$ cat config.mk
export PLATFORM = sky130hd
export DESIGN_NAME = ttcb_addr
export DESIGN_NICKNAME = d
export VERILOG_FILES = /design/src/sv/ttcb_addr.sv
export SDC_FILE = /design/constraint.sdc
export NUM_CORES = 1
export LEC_CHECK = 0
export BUFFER_PORTS_ARGS = -buffer_cell sky130_fd_sc_hd__clkbuf_2
export CAP_MARGIN = 40
export CORE_MARGIN = 1.5
export CORE_UTILIZATION = 50
export DETAILED_ROUTE_END_ITERATION = 10
export PLACE_DENSITY_LB_ADDON = 0.08
export SYNTH_ARGS = -nofsm -noshare
export SYNTH_HDL_FRONTEND = slang
export SYNTH_SLANG_ARGS = --single-unit
$ cat constraint.sdc
create_clock -name vclk -period 7.2
set_input_delay 1.44 -clock vclk [all_inputs]
set_output_delay 1.44 -clock vclk [all_outputs]
set_load 0.03 [all_outputs]
$ cat src/sv/ttcb_addr.sv
// Shared address unit: maps a screen line through the rotation pointer to a cell address.
module ttcb_addr #(
    parameter int ROWS = 25,
    parameter int COLS = 40,
    parameter int RW   = 5,
    parameter int CW   = 6,
    parameter int AW   = 10
) (
    input  logic [RW-1:0] i_row,
    input  logic [CW-1:0] i_col,
    input  logic [RW-1:0] i_top,
    output logic [RW-1:0] o_phys,
    output logic [AW-1:0] o_addr
);

    logic [RW:0] sum;

    // With both operands below ROWS, one conditional subtract wraps the sum.
    assign sum    = {1'b0, i_row} + {1'b0, i_top};
    assign o_phys = (sum >= (RW+1)'(ROWS)) ? RW'(sum - (RW+1)'(ROWS)) : sum[RW-1:0];
    assign o_addr = AW'(AW'(o_phys) * AW'(COLS)) + AW'(i_col);

endmodule

## Yosys cells after proc, flatten, opt, wreduce, memory -nomap -nowiden

Index checks and enable logic that the tools add are counted.

| operators by class | value |
|---|---|
| $add $sub $neg | 3 |
| multipliers | 1 |
| magnitude comparators | 1 |
| multiplexer cells | 1 |

Operators with widths:

| operator | number |
|---|---|
| $add A10 B6 Y10 | 1 |
| $mul A5 B3 Y7 const B | 1 |
| $add A5 B5 Y6 | 1 |
| $ge A6 B5 Y1 const B | 1 |
| $mux W5 | 1 |
| $sub A5 B5 Y5 const B | 1 |

| word-level totals | value |
|---|---|
| register bits after elaboration | 0 |
| input port bits | 16 |
| logic and storage cells | 6 |

## Depth between registers and ports, before layout

Gate-level depths: netlist of the first run.

| depth | value |
|---|---|
| depth in word-level cells | 5 |
| gate-level depth with buffers | 17 |
| gate-level depth less buffers | 17 |

## Worst setup path after synthesis of the first run

No wires, ideal clock.

| timing | value |
|---|---|
| path kind | input-to-output |
| from | in i_row[0] |
| to | out o_addr[9] |
| data arrival time | 5.781 ns |
| data required time | 5.760 ns |
| path slack | -0.021 ns |
| stages | 16 |
| cells stage by stage | ha_1 -> inv_1 -> fa_1 -> ha_1 -> nand3b_2 -> a311oi_2 -> nor2_1 -> a21oi_1 -> ha_1 -> ha_1 -> fa_1 -> nand2_1 -> nor2b_1 -> o21ai_1 -> a222oi_1 -> xnor2_1 |

| on the way | value |
|---|---|
| word-level cells in the longest chain between the ends | 5 |
| elaborated cells on any way between the ends | 6 |

Ends and longest elaborated chain:

| what | RTL line | source |
|---|---|---|
| from (decl) | 9 | `input logic [RW-1:0] i_row,` |
| $add A5 B5 Y6 * | 19 | `assign sum = {1'b0, i_row} + {1'b0, i_top};` |
| $sub A5 B5 Y5 / $ge A6 B5 Y1 (equally long branches) | 20 | `assign o_phys = (sum >= (RW+1)'(ROWS)) ? RW'(sum - (RW+1)'(ROWS)) : sum[RW-1:0];` |
| $mux W5 * | 20 |  |
| net o_phys[1] | 12 | `output logic [RW-1:0] o_phys,` |
| $mul A5 B3 Y7 * | 21 | `assign o_addr = AW'(AW'(o_phys) * AW'(COLS)) + AW'(i_col);` |
| $add A10 B6 Y10 * | 21 |  |
| to (decl) | 13 | `output logic [AW-1:0] o_addr` |

Mark *: on every way through the listed nets, which the timed path passes. The rest lies on a longest branch.

## Worst setup path in the final report of the first run

| timing | value |
|---|---|
| from | in i_row[0] |
| to | out o_addr[9] |

| on the way | value |
|---|---|
| word-level cells in the longest chain between the ends | 5 |
| elaborated cells on any way between the ends | 6 |

Ends and longest elaborated chain:

| what | RTL line |
|---|---|
| $add A5 B5 Y6 * | 19 |
| $sub A5 B5 Y5 / $ge A6 B5 Y1 (equally long branches) | 20 |
| $mux W5 * | 20 |
| $mul A5 B3 Y7 * | 21 |
| $add A10 B6 Y10 * | 21 |

Every way passes the cells marked *; elsewhere a longest branch is shown, timed or not.

==> results by group, run 1 <==
Critical path
  • CP max FO: 4
  • Crit end category: output port
  • WP buf/inv: 4
  • Path type of the worst setup path: primary input to output port
  • Top Family by Delay on Critical Path: adder cells
  • CP Data Arrival Time: 5.40 ns
  • Slowest cell on crit path: fa_1
  • Setup crit start: i_row[0]
  • CP Cell Sequence: clkbuf_2 -> ha_1 -> inv_1 -> fa_1 -> ha_1 -> nand3b_2 -> a311oi_4 -> buf_4 -> a21oi_2 -> ha_1 -> ha_1 -> fa_1 -> nand2_1 -> nor2b_1 -> o21ai_1 -> a222oi_1 -> xnor2_1 -> buf_2
  • Most frequent CP cell: ha_1
  • Critical path's largest stage delay: 0.52 ns
  • Critical Path Source Type: primary input
  • Crit path required time: 5.76 ns

Timing
  • Hold Slack: 2.88 ns
  • Final worst-path cycle share: 95.0%
  • Fin crit period: 6.84 ns
  • Fin. Hold Viols: 0
  • Worst Max-Slew Pin Slew: 0.414 ns
  • Slew Limit Fails: 0
  • Max transition margin: 72.2%
  • Achievable frequency: 146 MHz
  • Final WS setup: 0.360 ns
  • Finish-stage setup viols: 0

Logic synthesis
  • Most frequent cells after synthesis: ha_1, xnor2_1, nor2_1, a21oi_1, inv_1
  • Xor-xnor portion of the synthesized cell area: 16.9%
  • Synthesized area: 658 um^2
  • Unique cell type count in the Yosys netlist: 23
  • Top cells by area, synth: ha_1, xnor2_1, fa_1, xor2_2, a21oi_1
  • Synth Area in Compound Gates: 20.9%
  • Top-count cell post-synth: ha_1
  • YS warnings: 0
  • Post-synthesis mux area share: 1.71%
  • Syn_nets: 114
  • Largest family of logic cells by synthesized area: adder cells
  • Synth Area in Simple Gates: 14.1%
  • Post-Syn Area per Cell: 8.33 um^2
  • Post-synth top area share: 30.4%
  • Mapped Cells: 79
  • Adder-cell share of the synthesized area: 39.5%
  • Dominant cell type by area after synthesis: ha_1
  • Post-synthesis sequential area ratio: 0%

Layout
  • Seq cells: 0
  • Final Instance Count excl. Fillers: 118
  • Reg area: 0 um^2
  • Final net count: 141
  • CLK BUF: 0
  • N_diodes: 0
  • # fillers: 114
  • Layout area overhead: 25.1%
  • Layout cell share with drive strength beyond 1: 37.5%

Floorplan
  • Die area: 0.00154 mm^2
  • Starting density of the core: 56.2%
  • Io pins: 31
  • Core Area: 0.00117 mm^2
  • Site row count: 12
  • Die height: 39.3 um
  • Die X: 39.3 um

Detailed routing
  • Post-Route WL: 1410 um
  • DRC viols: 0
  • Via density: 5.53
  • Antenna Nets Post-Route: 0
  • 1st-pass router iterations: 4
  • DR vias: 652
  • DR iter-0 viols: 11
  • Avg WL per Cell: 11.9 um

GRT
  • Largest net degree at the start of global routing: 6
  • GRT Total Usage: 20.0%
  • Total gr overflow: 0
  • Initial antenna violation count: 0
  • First-pass GRT wire length: 2220 um
  • Vias in the first global route: 553

Place
  • # port buffers: 25
  • Pre-CTS WS: 0.0608 ns
  • Placed Cells: 115
  • Final HPWL DP: 1160 um
  • GP Congestion: 0.783

Status
  • Outcome: complete, no violations

Run
  • Max Cap Viol: 0

Worst hold path
  • Hold crit path type: primary input to output port
  • Min-Delay Startpoint: i_col[0]

Pwr
  • Max IR drop VDD: 0.000350 V
  • Leak Pwr: 0.443 nW
  • Pwr dens: 442 mW/mm^2
[stage by stage]
| step | utilization (%) | total power [mW] | area (um^2) | setup TNS (ns) |
|---|---|---|---|---|
| global placement | 66.8 | 0.348 | 782 | 0 |
| CTS | 66.8 | 0.354 | 782 | 0 |
| detailed placement | 66.8 | 0.353 | 782 | 0 |
| finish | 70.3 | 0.364 | 823 | 0 |
| floorplan | - | 0.280 | 662 | 0 |
| global route | 70.3 | 0.398 | 823 | -0.00601 |
[final cells by class]
cell class                 count  area [um^2]  share of cell area [%]
multi-input combinational     70          636                    77.2
timing repair buffer          28          148                    17.9
inverter                       6         22.5                    2.74
tap                           14         17.5                    2.13
[power breakdown]
group | internal, mW | switching [mW]
sequential | 0 | 0
clock | 0 | 0
combinational | 0.132 | 0.232
[routing by layer]
| layer | GRT usage [%] | part of all wire [%] | wire length (um) | vias to the layer above |
|---|---|---|---|---|
| met5 | 0 | 0 | 0 | - |
| met4 | 0 | 0.28 | 4 | 0 |
| met1 | 26.9 | 46 | 645 | 297 |
| li1 | - | - | - | 321 |
| met3 | 0 | 6.0 | 85 | 2 |
| met2 | 37.5 | 48 | 669 | 32 |
[layout by cell type, fill, tap and decap left out, types with 2 or more instances in the layout]
cell,n
a21oi_1,5
a21o_1,4
ha_1,16
xnor2_1,7
buf_4,3
a21oi_2,3
o21ai_0,5
nand2_1,4
inv_1,6
clkbuf_2,24
nor2b_1,2
fa_1,3
nor2_1,7
xor2_2,2
o21ai_1,2
[cells by family after synthesis]
family | Yosys count
compound gates | 21
xor+xnor | 11
fa+ha+maj | 19
mux | 1
simple gates | 18
buf+inv | 9
[what timing repair did]
item,4_1_cts,5_1_grt
setup endpoints to repair,0,1
setup buffers,0,3
hold buffers,0,0
gates resized for setup,0,3
[path summary, 6_finish.rpt]
kind | to | cells past startpoint
setup / recovery | o_addr[9] | 18
hold / removal | o_addr[0] | 0
No activity file was read; power rests on OpenSTA's default activity.
==> run 2, diff against run 1 <==
Settings changed: ABC_AREA from default to 1, CORE_UTILIZATION 50 to 51.
==> run 2 against run 1 <==
Net effect: largest cell class unchanged; wire length down 14%; highest routed layer is now met3; count of clock-buffer cells in the layout unchanged; via count is 4.8% higher; sequential share of layout area is the same; critical endpoint unchanged; largest power group unchanged; setup slack improved by 0.40 ns; worst hold slack barely moved.
==> results by group, run 2 <==
Clock network
  • Setup Fix Bufs, Post-CTS: 0 (unchanged)
  • Hold buffers post-CTS: 0 (unchanged)
  • Post-cts sizing count: 0 (unchanged)

Detailed routing
  • Via density: 4.99 (-9.8%)
  • DR iter-0 viols: 12 (+1)
  • Post-Route WL: 1220 um (-14%)
  • 1st-pass router iterations: 4 (unchanged)
  • Avg WL per Cell: 8.87 um (-26%)
  • DR vias: 683 (+4.8%)
  • DRC viols: 0 (unchanged)
  • Antenna Nets Post-Route: 0 (unchanged)

Critical path
  • Crit end category: output port
  • Crit path required time: 5.76 ns (about the same)
  • CP Data Arrival Time: 5.00 ns (-0.40 ns)
  • Critical Path Source Type: primary input
  • Path type of the worst setup path: primary input to output port
  • CP max FO: 6 (+2)

Pwr
  • Sw frac: 67.0% (+3.3 points)
  • Combinational fraction of design power: 100.0% (about the same)
  • Pwr dens: 388 mW/mm^2 (-12%)
  • Clock share of power: 0% (unchanged)
  • Net switching power figure: 0.217 mW (-6.5%)
  • Cell-internal power: 0.107 mW (-19%)
  • Max IR drop VDD: 0.000245 V (-30%)
  • Leak Pwr: 0.505 nW (+14%)
  • Seq pwr share: 0% (unchanged)

Timing
  • Final worst-path cycle share: 89.4% (-5.6 points)
  • Finish-stage setup viols: 0 (unchanged)
  • TNS Setup: 0 ns (unchanged)
  • Fin crit period: 6.44 ns (-0.402 ns)
  • RSZ-0062 raised after global routing: false
  • Slew Limit Fails: 0 (unchanged)
  • Max transition margin: 79.1% (+6.8 points)
  • Fin. Hold Viols: 0 (unchanged)
  • Achievable frequency: 155 MHz (+6.2%)
  • Worst Max-Slew Pin Slew: 0.313 ns (-0.101 ns)

Logic synthesis
  • Synth Area in Compound Gates: 6.22% (-15 points)
  • Dominant cell type by area after synthesis: ha_1
  • Most frequent cells after synthesis: nand2_1, ha_1, inv_1, nand3_1, xor2_1
  • Top-count cell post-synth: nand2_1
  • Synthesized area: 704 um^2 (+7.0%)
  • Post-Syn Area per Cell: 7.12 um^2 (-15%)
  • Synth Area in Simple Gates: 33.9% (+20 points)
  • Post-synthesis sequential area ratio: 0% (unchanged)
  • Unique cell type count in the Yosys netlist: 19 (-17%)
  • Post-synthesis mux area share: 0% (-1.7 points)
  • Syn_nets: 134 (+18%)
  • Largest family of logic cells by synthesized area: adder cells
  • Post-synth top area share: 28.4% (-2.0 points)
  • Mapped Cells: 99 (+25%)
  • YS warnings: 0 (unchanged)
  • Xor-xnor portion of the synthesized cell area: 11.2% (-5.7 points)
  • Top cells by area, synth: ha_1, nand2_1, xor2_1, fa_1, nand3_1
  • Adder-cell share of the synthesized area: 36.9% (-2.6 points)

GRT
  • First-pass GRT wire length: 1930 um (-13%)
  • Total gr overflow: 0 (unchanged)
  • GRT Total Usage: 16.7% (-3.3 points)
  • Largest net degree at the start of global routing: 7 (+1)
  • Vias in the first global route: 528 (-4.5%)
  • Initial antenna violation count: 0 (unchanged)

Run
  • Max Cap Viol: 0 (unchanged)

Layout
  • CLK BUF: 0 (unchanged)
  • # fillers: 127 (+11%)
  • Most common cell after layout, fill and taps aside: clkbuf_2
  • Reg area: 0 um^2 (unchanged)
  • Final net count: 159 (+13%)
  • Multi-input logic area: 622 um^2 (-2.2%)
  • Final Cell Area: 833 um^2 (+1.2%)
  • Most frequent cells in the layout: clkbuf_2, nand2_1, ha_1, inv_1, nand3_1
  • Seq cells: 0 (unchanged)
  • Layout cell share with drive strength beyond 1: 30.3% (-7.2 points)
  • N_diodes: 0 (unchanged)
  • Layout area overhead: 18.3%

Floorplan
  • Die height: 40.2 um (+2.3%)
  • Io pins: 31 (unchanged)
  • Site row count: 13 (+1)
  • Die X: 40.2 um (+2.3%)
  • Die area: 0.00161 mm^2 (+4.6%)
  • Starting density of the core: 54.1% (-2.1 points)
  • Core Area: 0.00130 mm^2 (+11%)

Status
  • Outcome: complete, no violations

Place
  • # port buffers: 25 (unchanged)
  • Final HPWL DP: 1120 um (-3.6%)
  • DP Area: 833 um^2 (+6.6%)
  • GP Congestion: 0.799 (+2.0%)

Worst hold path
  • Hold crit path type: primary input to output port
-- run 2: logic make-up (layout without fill, tap and decap cells) --
| group | Yosys count | after routing |
|---|---|---|
| and+or+nand+nor | 44 | 44 |
| adders and majority gates | 19 | 19 |
| AOI/OAI and AO/OA | 8 | 8 |
| buffers and inverters | 19 | 42 |
| xor gates and xnor gates | 9 | 9 |
-- run 2: worst paths after layout --
| check | from | endpoint | slack [ns] | depth (start not counted) |
|---|---|---|---|---|
| setup / recovery | i_row[0] | o_addr[9] | 0.76 | 20 |
| hold / removal | i_col[0] | o_addr[0] | 2.88 | 0 |
-- run 2: final cells by class --
type,instances,area share (%)
tap,15,2.25
multi-input combinational,80,74.6
inverter,16,7.21
timing repair buffer,26,15.9
-- run 2: through the flow --
stage                     setup WS [ns]  hold slack, ns  util [%]  cells  power, mW
after floorplan                   0.228            3.01         -     99      0.258
after global placement            0.759            2.88      64.0    137      0.323
after detailed placement          0.745            2.88      64.0    137      0.325
after CTS                         0.735            2.88      64.0    137      0.327
after global routing              0.498            2.88      64.0    137      0.360
final                             0.762            2.88      64.0    137      0.323
-- run 2: critical path, cell delays in order --
cell,delay (ns)
clkbuf_2,0.08
ha_1,0.21
inv_1,0.07
fa_1,0.46
ha_1,0.26
nand3b_1,0.11
nand3_2,0.11
nand2_4,0.12
nand2_2,0.06
xnor2_1,0.26
ha_1,0.29
ha_1,0.22
fa_1,0.38
xor2_1,0.24
nand3_1,0.13
xnor2_1,0.21
inv_1,0.06
nand3_1,0.08
nand2_1,0.05
clkbuf_2,0.17
-- run 2: metal layers --
layer,up-vias,global-route usage (%),share of wire (%)
met2,23,27.8,41
met3,0,0,5.7
met5,-,0,0
li1,371,-,-
met1,289,25.2,53
met4,0,0,0
-- run 2: power by group through the flow --
stage,Sequential (mW),Clock (mW),Combinational [mW]
3_5_place_dp,0,0,0.325
4_1_cts,0,0,0.327
3_3_place_gp,0,0,0.323
5_1_grt,0,0,0.360
6_report,0,0,0.323
2_1_floorplan,0,0,0.258
==> run 3, diff against run 2 <==
Clock period 7.2 ns to 6.1 ns, I/O delays scaled along.
==> run 3 against run 2 <==
Net effect: sequential share of layout area is the same; count of clock-buffer cells in the layout is the same; setup slack lost 0.55 ns; flip-flop and latch count is the same; critical path depth is the same; utilization grew 4.4 points; wire length grew 8.5%; die area is the same; cell count grew 0.73%; combinational power grew 30%; worst hold slack lost 0.44 ns; largest cell class unchanged; largest power group unchanged.
==> results by group, run 3 (same netlist as run 2, synthesis figures left out) <==
Place
  • # port buffers: 25 (unchanged)
  • DP Area: 845 um^2 (+1.4%)
  • Final HPWL DP: 1190 um (+5.9%)
  • GP Congestion: 0.736 (-7.9%)

Detailed routing
  • DRC viols: 0 (unchanged)
  • 1st-pass router iterations: 4 (unchanged)
  • Via density: 4.88 (-2.0%)
  • Avg WL per Cell: 9.55 um (+7.7%)
  • Antenna Nets Post-Route: 0 (unchanged)
  • Post-Route WL: 1320 um (+8.5%)
  • DR vias: 674 (-1.3%)
  • DR iter-0 viols: 7 (-5)

Pwr
  • Overall power: 0.420 mW (+30%)
  • Max IR drop VDD: 0.000287 V (+17%)
  • Leak Pwr: 0.528 nW (+4.6%)
  • Pwr dens: 471 mW/mm^2 (+21%)

Critical path
  • Setup crit start: i_row[0]
  • WP buf/inv: 4 (unchanged)
  • Critical Path Source Type: primary input
  • Crit path required time: 4.88 ns (-0.88 ns)
  • Most frequent CP cell: ha_1
  • Critical Path End: o_addr[9]
  • CP Cell Sequence: clkbuf_2 -> ha_1 -> inv_1 -> fa_2 -> ha_1 -> nand3b_1 -> nand3_2 -> nand2_4 -> nand2_2 -> xnor2_4 -> ha_1 -> ha_1 -> fa_1 -> xor2_2 -> nand3_1 -> xnor2_2 -> inv_1 -> nand3_1 -> nand2_1 -> clkbuf_4
  • Slowest cell on crit path: fa_2
  • Crit end category: output port
  • Top Family by Delay on Critical Path: adder cells
  • CP Depth: 20 (unchanged)
  • CP Data Arrival Time: 4.67 ns (-0.33 ns)
  • Path type of the worst setup path: primary input to output port
  • CP max FO: 6 (unchanged)
  • Critical path's largest stage delay: 0.47 ns (about the same)

GRT
  • Largest net degree at the start of global routing: 7 (unchanged)
  • First-pass GRT wire length: 2110 um (+9.3%)
  • Total gr overflow: 0 (unchanged)
  • Initial antenna violation count: 0 (unchanged)
  • GRT Total Usage: 18.1% (+1.4 points)
  • Vias in the first global route: 532 (+0.76%)

Timing
  • Slew Limit Fails: 0 (unchanged)
  • RSZ-0062 raised after global routing: false
  • Hold Slack: 2.44 ns (-0.440 ns)
  • Achievable frequency: 170 MHz
  • Final worst-path cycle share: 96.6%
  • Max transition margin: 80.0% (+0.90 points)
  • Fin crit period: 5.89 ns
  • Finish-stage setup viols: 0 (unchanged)
  • Fin. Hold Viols: 0 (unchanged)
  • Worst Max-Slew Pin Slew: 0.300 ns (-0.0125 ns)
  • TNS Setup: 0 ns (unchanged)

Floorplan
  • Die X: 40.2 um (unchanged)
  • Core Area: 0.00130 mm^2 (unchanged)
  • Die height: 40.2 um (unchanged)
  • Starting density of the core: 54.1% (unchanged)
  • Site row count: 13 (unchanged)
  • Die area: 0.00161 mm^2 (unchanged)
  • Io pins: 31 (unchanged)

Layout
  • CLK BUF: 0 (unchanged)
  • Layout cell share with drive strength beyond 1: 35.8% (+5.4 points)
  • Final net count: 160 (+0.63%)
  • Final Cell Area: 891 um^2 (+6.9%)
  • Most common cell after layout, fill and taps aside: clkbuf_2
  • Layout area overhead: 26.5%
  • N_diodes: 0 (unchanged)
  • Most frequent cells in the layout: clkbuf_2, nand2_1, ha_1, inv_1, nand3_1
  • Seq cells: 0 (unchanged)
  • Reg area: 0 um^2 (unchanged)

Clock network
  • Hold buffers post-CTS: 0 (unchanged)

Worst hold path
  • Hold crit path type: primary input to output port

Status
  • Outcome: complete, no violations

Run
  • Max Cap Viol: 0 (unchanged)
[run 3: cell types whose count changed in the layout (fill, tap and decap cells not counted)]
cell      change
buf_4         +1
clkbuf_2      -1
clkbuf_4      +1
fa_1          -1
fa_2          +1
o21ai_0       -1
o21ai_2       +1
xnor2_1       -2
xnor2_2       +1
xnor2_4       +1
xor2_1        -2
xor2_2        +2
[run 3: report_power, final]
part / leakage, nW / switching, mW / internal [mW]
clock: 0 / 0 / 0
sequential: 0 / 0 / 0
combinational: 0.528 / 0.269 / 0.150
total: 0.528 / 0.269 / 0.150
[run 3: layout make-up]
class,instances,area [um^2]
multi-input combinational,80,669
fill,125,410
timing repair buffer,27,143
inverter,16,60.1
tap,15,18.8
[run 3: routing by layer]
layer,wire (um),global-route usage (%)
met3,67,0.556
met1,702,28.2
met4,0,0
met2,548,28.6
met5,0,0
[run 3: what timing repair did]
| action | in CTS | in global routing |
|---|---|---|
| setup endpoints to repair | 0 | 1 |
| buffers inserted | 0 | 1 |
| resized for setup | 0 | 7 |
[run 3: worst min-delay path by stage]
stage	start	depth (start not counted)	slack [ns]	endpoint
after floorplan	i_col[0]	1	2.57	o_addr[0]
after global placement	i_col[0]	0	2.44	o_addr[0]
after detailed placement	i_col[0]	0	2.44	o_addr[0]
after CTS	i_col[0]	0	2.44	o_addr[0]
after global routing	i_col[0]	0	2.44	o_addr[0]
final	i_col[0]	0	2.44	o_addr[0]
[run 3: per-stage QoR]
step	instances	utilization, %	setup WS (ns)
after global routing	138	68.5	0.0311
after CTS	137	64.9	0.0924
after detailed placement	137	64.9	0.0889
after floorplan	99	-	0.00330
final	138	68.5	0.207
after global placement	137	64.9	0.186
